<file path="config.mk">
export PLATFORM = sky130hd
export DESIGN_NAME = seven_segment_mux_serial_driver
export DESIGN_NICKNAME = d
export VERILOG_FILES = /design/src/sv/ssd_pkg.sv /design/src/sv/ssd_digit.sv /design/src/sv/ssd_shifter.sv /design/src/sv/seven_segment_mux_serial_driver.sv
export SDC_FILE = /design/constraint.sdc
export NUM_CORES = 1
export LEC_CHECK = 0
export BUFFER_PORTS_ARGS = -buffer_cell sky130_fd_sc_hd__buf_2
export CORE_MARGIN = 2
export CORE_UTILIZATION = 48
export CTS_BUF_LIST = sky130_fd_sc_hd__clkbuf_8
export DETAILED_ROUTE_END_ITERATION = 8
export SLEW_MARGIN = 10
export SYNTH_ARGS = -nofsm -noshare
export SYNTH_HDL_FRONTEND = slang
export SYNTH_SLANG_ARGS = --single-unit
</file>
<file path="constraint.sdc">
create_clock -name clock -period 19.8 [get_ports clock]
set_clock_uncertainty 0.2 [all_clocks]
set_input_delay 3.96 -clock clock [delete_from_list [all_inputs] [get_ports clock]]
set_output_delay 3.96 -clock clock [all_outputs]
set_load 0.01 [all_outputs]
</file>
<file path="src/sv/ssd_pkg.sv">
// Shared types, constants and lookup functions for the seven-segment serial driver.
// Used by ssd_digit, ssd_shifter and seven_segment_mux_serial_driver; no dependencies.
package ssd_pkg;

   localparam int DEFAULT_NUM_DIGITS = 4;
   localparam int VALUE_W            = 16;
   localparam int WORD_W             = 16;
   localparam int CNT_W              = 4;
   localparam int MULT_W             = 17;
   localparam int PROD_W             = VALUE_W + MULT_W;
   localparam int SHIFT_W            = 5;
   localparam int QUOT10_W           = 13;

   // Exact reciprocal of ten for any 16-bit dividend.
   localparam logic [MULT_W-1:0]  MOD10_MULT  = 17'd104858;
   localparam int                 MOD10_SHIFT = 20;

   // Largest value that n digits can show; five or more digits never saturate.
   function automatic logic [VALUE_W:0] sat_limit(input int n);
      case (n)
         1:       sat_limit = 17'd9;
         2:       sat_limit = 17'd99;
         3:       sat_limit = 17'd999;
         4:       sat_limit = 17'd9999;
         default: sat_limit = 17'd65535;
      endcase
   endfunction

   // Reciprocal multiplier for 10**exp, exact for any 16-bit dividend.
   // A divisor above the value range yields a zero quotient.
   function automatic logic [MULT_W-1:0] recip_mult(input logic [2:0] exp);
      case (exp)
         3'd0:    recip_mult = 17'd65536;
         3'd1:    recip_mult = 17'd104858;
         3'd2:    recip_mult = 17'd83887;
         3'd3:    recip_mult = 17'd67109;
         3'd4:    recip_mult = 17'd107375;
         default: recip_mult = 17'd0;
      endcase
   endfunction

   function automatic logic [SHIFT_W-1:0] recip_shift(input logic [2:0] exp);
      case (exp)
         3'd0:    recip_shift = 5'd16;
         3'd1:    recip_shift = 5'd20;
         3'd2:    recip_shift = 5'd23;
         3'd3:    recip_shift = 5'd26;
         3'd4:    recip_shift = 5'd30;
         default: recip_shift = 5'd16;
      endcase
   endfunction

   // Active-low segment pattern of one decimal digit.
   function automatic logic [7:0] seg_pattern(input logic [3:0] digit);
      case (digit)
         4'd0:    seg_pattern = 8'hC0;
         4'd1:    seg_pattern = 8'hF9;
         4'd2:    seg_pattern = 8'hA4;
         4'd3:    seg_pattern = 8'hB0;
         4'd4:    seg_pattern = 8'h99;
         4'd5:    seg_pattern = 8'h92;
         4'd6:    seg_pattern = 8'h82;
         4'd7:    seg_pattern = 8'hF8;
         4'd8:    seg_pattern = 8'h80;
         4'd9:    seg_pattern = 8'h90;
         default: seg_pattern = 8'hFF;
      endcase
   endfunction

   function automatic logic [7:0] select_byte(input logic [2:0] pos);
      select_byte = 8'hF0 | (8'h01 << pos);
   endfunction

endpackage

</file>
<file path="src/sv/ssd_digit.sv">
// Digit extraction pipeline: divide by the position's power of ten, take the
// remainder by ten, then look up the 16-bit segment/select word. Uses ssd_pkg.
module ssd_digit import ssd_pkg::*; #(
   parameter int NUM_DIGITS = DEFAULT_NUM_DIGITS,
   parameter int POS_W      = (NUM_DIGITS > 1) ? $clog2(NUM_DIGITS) : 1
) (
   input  logic                clock,
   input  logic                reset,
   input  logic                in_valid,
   output logic                in_ready,
   input  logic [VALUE_W-1:0]  in_value,
   input  logic [POS_W-1:0]    in_pos,
   output logic                word_valid,
   input  logic                word_ready,
   output logic [WORD_W-1:0]   word
);

   logic                  s1_valid_ff, s1_valid_in;
   logic [VALUE_W-1:0]    s1_quot_ff, s1_quot_in;
   logic [POS_W-1:0]      s1_pos_ff;
   logic                  s2_valid_ff, s2_valid_in;
   logic [VALUE_W-1:0]    s2_quot_ff;
   logic [QUOT10_W-1:0]   s2_quot10_ff, s2_quot10_in;
   logic [POS_W-1:0]      s2_pos_ff;
   logic                  s3_valid_ff, s3_valid_in;
   logic [WORD_W-1:0]     s3_word_ff, s3_word_in;
   logic                  s1_ready, s2_ready, s3_ready;
   logic [2:0]            exp_val;
   logic [PROD_W-1:0]     prod1, prod2;
   logic [VALUE_W-1:0]    times10, rem_val;

   assign s3_ready = !s3_valid_ff || word_ready;
   assign s2_ready = !s2_valid_ff || s3_ready;
   assign s1_ready = !s1_valid_ff || s2_ready;
   assign in_ready = s1_ready;

   // Stage 1: quotient by 10**(NUM_DIGITS-1-pos).
   always_comb begin
      exp_val     = 3'(NUM_DIGITS - 1) - 3'(in_pos);
      prod1       = {{MULT_W{1'b0}}, in_value} * {{VALUE_W{1'b0}}, recip_mult(exp_val)};
      s1_quot_in  = VALUE_W'(prod1 >> recip_shift(exp_val));
      s1_valid_in = s1_ready ? in_valid : s1_valid_ff;
   end

   // Stage 2: quotient by ten for the remainder.
   always_comb begin
      prod2        = {{MULT_W{1'b0}}, s1_quot_ff} * {{VALUE_W{1'b0}}, MOD10_MULT};
      s2_quot10_in = prod2[MOD10_SHIFT +: QUOT10_W];
      s2_valid_in  = s2_ready ? s1_valid_ff : s2_valid_ff;
   end

   // Stage 3: remainder, segment lookup and select byte.
   always_comb begin
      times10     = {s2_quot10_ff, 3'b000} + {2'b00, s2_quot10_ff, 1'b0};
      rem_val     = s2_quot_ff - times10;
      s3_word_in  = {seg_pattern(rem_val[3:0]), select_byte(3'(s2_pos_ff))};
      s3_valid_in = s3_ready ? s2_valid_ff : s3_valid_ff;
   end

   always_ff @(posedge clock) begin
      if (reset) begin
         s1_valid_ff <= 1'b0;
         s2_valid_ff <= 1'b0;
         s3_valid_ff <= 1'b0;
      end else begin
         s1_valid_ff <= s1_valid_in;
         s2_valid_ff <= s2_valid_in;
         s3_valid_ff <= s3_valid_in;
      end
   end

   always_ff @(posedge clock) begin
      if (s1_ready) begin
         s1_quot_ff <= s1_quot_in;
         s1_pos_ff  <= in_pos;
      end
      if (s2_ready) begin
         s2_quot_ff   <= s1_quot_ff;
         s2_quot10_ff <= s2_quot10_in;
         s2_pos_ff    <= s1_pos_ff;
      end
      if (s3_ready) begin
         s3_word_ff <= s3_word_in;
      end
   end

   assign word_valid = s3_valid_ff;
   assign word       = s3_word_ff;

endmodule

</file>
<file path="src/sv/ssd_shifter.sv">
// Parallel-to-serial stage: sends a 16-bit word MSB first, one bit per beat,
// marking the sixteenth bit. Uses ssd_pkg.
module ssd_shifter import ssd_pkg::*; (
   input  logic               clock,
   input  logic               reset,
   input  logic               word_valid,
   output logic               word_ready,
   input  logic [WORD_W-1:0]  word,
   output logic               bit_valid,
   input  logic               bit_ready,
   output logic               bit_data,
   output logic               bit_last
);

   logic                busy_ff, busy_in;
   logic [CNT_W-1:0]    cnt_ff, cnt_in;
   logic [WORD_W-1:0]   shift_ff, shift_in;
   logic                bit_take, load;

   assign bit_take   = busy_ff && bit_ready;
   assign bit_last   = (cnt_ff == CNT_W'(WORD_W - 1));
   assign word_ready = !busy_ff || (bit_take && bit_last);
   assign load       = word_valid && word_ready;

   always_comb begin
      busy_in  = busy_ff;
      cnt_in   = cnt_ff;
      shift_in = shift_ff;
      if (load) begin
         busy_in  = 1'b1;
         cnt_in   = '0;
         shift_in = word;
      end else if (bit_take) begin
         busy_in  = !bit_last;
         cnt_in   = cnt_ff + CNT_W'(1);
         shift_in = {shift_ff[WORD_W-2:0], 1'b0};
      end
   end

   always_ff @(posedge clock) begin
      if (reset) begin
         busy_ff <= 1'b0;
         cnt_ff  <= '0;
      end else begin
         busy_ff <= busy_in;
         cnt_ff  <= cnt_in;
      end
   end

   always_ff @(posedge clock) begin
      shift_ff <= shift_in;
   end

   assign bit_valid = busy_ff;
   assign bit_data  = shift_ff[WORD_W-1];

endmodule

</file>
<file path="src/sv/seven_segment_mux_serial_driver.sv">
// Top level of the multiplexed seven-segment serial driver.
// Depends on ssd_pkg, ssd_digit and ssd_shifter.
//
// Usage:
//   Each beat on the req_ channel is one refresh tick carrying the number to
//   show in req_tdata. Values above the largest number the digits can hold
//   are shown as that number. The block refreshes one digit per tick,
//   starting with the leftmost after reset and stepping right, wrapping
//   around after the last digit.
//   Each tick yields 16 beats on the rsp_ channel: rsp_tdata bit 0 is the
//   shift-register data bit, segment byte first, then the digit select
//   byte, MSB first. rsp_tlast is high on the sixteenth bit; pulse the latch
//   after that beat.
//   Path: a taken request beat passes the input register, the three
//   extraction stages and the shifter register before its first bit is offered.
//   Throughput: one response beat per cycle while ticks wait and rsp_tready
//   is high, set by the one-bit serial output. A new tick is taken while the
//   previous one is still shifting out; up to four ticks wait in the pipeline.
//   When the receiver drops rsp_tready, the current bit holds and the
//   pipeline fills, then req_tready falls. Reset empties the pipeline and
//   returns the digit pointer to the leftmost digit.
module seven_segment_mux_serial_driver import ssd_pkg::*; #(
   parameter int NUM_DIGITS = DEFAULT_NUM_DIGITS
) (
   input  logic         clock,
   input  logic         reset,
   input  logic         req_tvalid,
   output logic         req_tready,
   input  logic [15:0]  req_tdata,   // [15:0] display_value
   output logic         rsp_tvalid,
   input  logic         rsp_tready,
   output logic [7:0]   rsp_tdata,   // [0] serial_data, [7:1] zero
   output logic         rsp_tlast    // latch_after
);

   localparam int               POS_W = (NUM_DIGITS > 1) ? $clog2(NUM_DIGITS) : 1;
   localparam logic [VALUE_W:0] LIMIT = sat_limit(NUM_DIGITS);

   logic                 in_valid_ff, in_valid_in;
   logic [VALUE_W-1:0]   in_value_ff, in_value_in;
   logic [POS_W-1:0]     in_pos_ff;
   logic [POS_W-1:0]     ptr_ff, ptr_in;
   logic                 digit_ready, req_take;
   logic                 word_valid, word_ready;
   logic [WORD_W-1:0]    word;
   logic                 bit_data;

   assign req_tready = !in_valid_ff || digit_ready;
   assign req_take   = req_tvalid && req_tready;

   always_comb begin
      in_value_in = ({1'b0, req_tdata} > LIMIT) ? LIMIT[VALUE_W-1:0] : req_tdata;
      in_valid_in = req_tready ? req_tvalid : in_valid_ff;
      ptr_in      = ptr_ff;
      if (req_take) begin
         ptr_in = (ptr_ff == POS_W'(NUM_DIGITS - 1)) ? '0 : ptr_ff + POS_W'(1);
      end
   end

   always_ff @(posedge clock) begin
      if (reset) begin
         in_valid_ff <= 1'b0;
         ptr_ff      <= '0;
      end else begin
         in_valid_ff <= in_valid_in;
         ptr_ff      <= ptr_in;
      end
   end

   always_ff @(posedge clock) begin
      if (req_tready) begin
         in_value_ff <= in_value_in;
         in_pos_ff   <= ptr_ff;
      end
   end

   ssd_digit #(
      .NUM_DIGITS (NUM_DIGITS),
      .POS_W      (POS_W)
   ) u_digit (
      .clock      (clock),
      .reset      (reset),
      .in_valid   (in_valid_ff),
      .in_ready   (digit_ready),
      .in_value   (in_value_ff),
      .in_pos     (in_pos_ff),
      .word_valid (word_valid),
      .word_ready (word_ready),
      .word       (word)
   );

   ssd_shifter u_shifter (
      .clock      (clock),
      .reset      (reset),
      .word_valid (word_valid),
      .word_ready (word_ready),
      .word       (word),
      .bit_valid  (rsp_tvalid),
      .bit_ready  (rsp_tready),
      .bit_data   (bit_data),
      .bit_last   (rsp_tlast)
   );

   assign rsp_tdata = {7'b0000000, bit_data};

`ifndef SYNTH
   // The digit pointer never leaves the configured digit range.
   a_ptr_range: assert property (@(posedge clock) disable iff (reset)
      {1'b0, ptr_ff} <= (POS_W + 1)'(NUM_DIGITS - 1))
      else $error("digit pointer out of range");

   // With more than one digit, every accepted tick moves the pointer on to the next digit.
   a_ptr_step: assert property (@(posedge clock) disable iff (reset)
      req_tvalid && req_tready && (NUM_DIGITS > 1) |=> ptr_ff != $past(ptr_ff))
      else $error("digit pointer did not advance");

   // A sixteen-bit frame goes out without gaps once it has started.
   a_frame_gapless: assert property (@(posedge clock) disable iff (reset)
      rsp_tvalid && rsp_tready && !rsp_tlast |=> rsp_tvalid)
      else $error("serial frame interrupted before its last bit");
`endif

endmodule
</file>
==> flow_summary.yaml <==
logic_synthesis:
  yosys.area.top_type: "fa_1"
  yosysSeqAreaShare_pct: 15.5
  synthArstFlopShare_pct: 0
  yosysMostFrequentCell: "inv_1"
  synth.distinct_cells: 82
  synth_area_leaders: "fa_1, ha_1, edfxtp_1"
  synthCells: 1545
  ys_top_cells_by_count: "inv_1, ha_1, fa_1, nand2_1, edfxtp_1"
  synth_edf_count: 72
  yosysTopAreaCellShare_pct: 30.8
  syn_area_per_cell_sq_um: 9.94
  synthFlopType: "edfxtp_1"
  synth_warnings: 0
  ys_ff_latch: 83
  synth_area_sq_um: 15400
cts:
  clk_pin_slew_worst_paths_ps: 80
  htreeDepth: 3
  cts_hold_buf: 0
  clockBufferDepth: 2
  post_cts.repair.setup_buffers: 0
  cts_sinks: 83
  cts_made_buffers: 9
  cts_resized: 0
  cts-root-buf: "clkbuf_8"
  clkLatencyLatePin_ps: 390
  cts_tree: "built"
critical_path:
  crit_fanout: 22
  arrival_ps: 6350
  startpoint_type: "primary input"
  worstPathRequired_ps: 15640
  criticalPathCategory: "primary input to output port"
  cp-end-kind: "output port"
routing:
  met2_length_mm: 15.7
  drtIter0Drc: 531
  finalWirelength_mm: 32.0
  wl_per_cell_um: 16.3
  first_pass_iters: 5
  ant_nets: 0
  dr_wl_met3_um: 947
  vias: 10100
  drt-met1-wl_mm: 14.7
  drc: 0
  highest_layer: "met4"
  via_per_inst: 5.15
die:
  fp.dieW_um: 183
  num_rows: 65
  dieArea_sq_um: 33400
  start_util_pct: 48.7
  die_h_um: 183
  io_pins: 31
  core_area_sq_um: 31600
layout:
  seq_area_sq_um: 2380
  num_antenna_cells: 0
  multi_input_area_sq_um: 11300
  layout.nets: 2046
  area_growth_pct: 4.81
  final.fill_count: 2916
  drive_above_1_share_pct: 6.62
timing:
  fin_setup_tns_ps: 0
  period_share_pct: 53.1
  tightest_slew_ps: 1120
  period_minus_slack_ps: 10510
  hold_viol_final: 0
  relSlewSlack_pct: 24.9
  fmax_mhz: 95.2
  final-setup-viol-count: 0
  slew_violations: 0
  rsz0062_at_grt: "no"
global_routing:
  grt_max_degree: 39
  grt_overflow: 0
  antenna_found_initial: 0
  track_usage_pct: 20.4
  first_global_vias: 10900
  grt_pass1_wl_mm: 53.7
placement:
  port_buffers: 23
  place_hpwl_mm: 27.8
  globalplace.congestion: 0.886
status:
  status: "completed"
run:
  maxCapViolations: 0
min_path:
  hp-class: "flip-flop to flip-flop"
==> per-stage QoR <==
stage / util (%) / std cells / setup slack [ps] / cell area (sq um) / hold slack [ps]
finish: 51.0 / 1959 / 9290 / 16100 / 232
global route: 51.0 / 1959 / 9030 / 16100 / 247
CTS: 51.0 / 1959 / 9230 / 16100 / 238
detailed placement: 50.2 / 1943 / 9240 / 15800 / 211
global placement: 50.2 / 1943 / 9280 / 15800 / 203
floorplan: - / 1553 / 10050 / 15400 / 200
==> cells in the final DEF (no fill, tap or decap), types with 16 or more instances in the layout <==
master	n
inv_1	412
o21ai_0	16
fa_1	236
ha_1	238
a21oi_1	47
mux2_2	19
nand2_1	83
buf_2	23
nand2b_1	17
xnor2_1	27
and2_1	42
nor2b_1	20
nand3_1	18
edfxtp_1	72
nor2_1	55
==> per-layer routing <==
layer	vias to the layer above	global-route usage, %
li1	4912	-
met1	5000	26.9
met2	150	35.9
met3	27	2.76
met4	0	4.93
met5	-	0
==> critical path, cell delays in order <==
cell and delay, ps:
buf_2 120, a21boi_1 320, nand4_1 840, or2_2 870, buf_2 240
==> cell type report <==
cell class | instances | share of cell area [%]
Timing Repair Buffer | 29 | 0.995
Clock inverter | 7 | 0.770
Clock buffer | 9 | 0.770
Inverter | 412 | 9.61
Multi-Input combinational cell | 1017 | 69.9
Sequential cell | 83 | 14.8
Tap cell | 402 | 3.13
==> cells by family after synthesis <==
family / synth area share, %
and+or+nand+nor: 9.97
adders and majority gates: 50.2
DFF: 15.5
other: 0.0244
xor gates and xnor gates: 2.50
buffers and inverters: 11.5
muxes: 2.93
AOI/OAI and AO/OA: 7.42
==> state kept, by name, summed over array words and instances (netlist names), 2 cells and up <==
signal                flops
in_value_ff              16
u_digit.s1_quot_ff       16
u_shifter.shift_ff       16
u_digit.word             11
u_digit.s2_quot_ff        4
u_shifter.cnt_ff          4
u_digit.s2_quot10_ff      3
in_pos_ff                 2
ptr_ff                    2
u_digit.s1_pos_ff         2
u_digit.s2_pos_ff         2
==> final timing paths <==
path	start	end	slack, ps	cells after the start
max	rsp_tready	req_tready	9290	5
min	u_digit.s1_pos_ff[1]	u_digit.s2_pos_ff[1]	230	0
min reg2reg	u_digit.s1_pos_ff[1]	u_digit.s2_pos_ff[1]	230	0
max reg2reg	in_pos_ff[0]	u_digit.s1_quot_ff[4]	11510	26
Power is left out: the tool's default activity adds up to more than one toggle a clock period on the data nets, which glitch-free logic cannot reach.
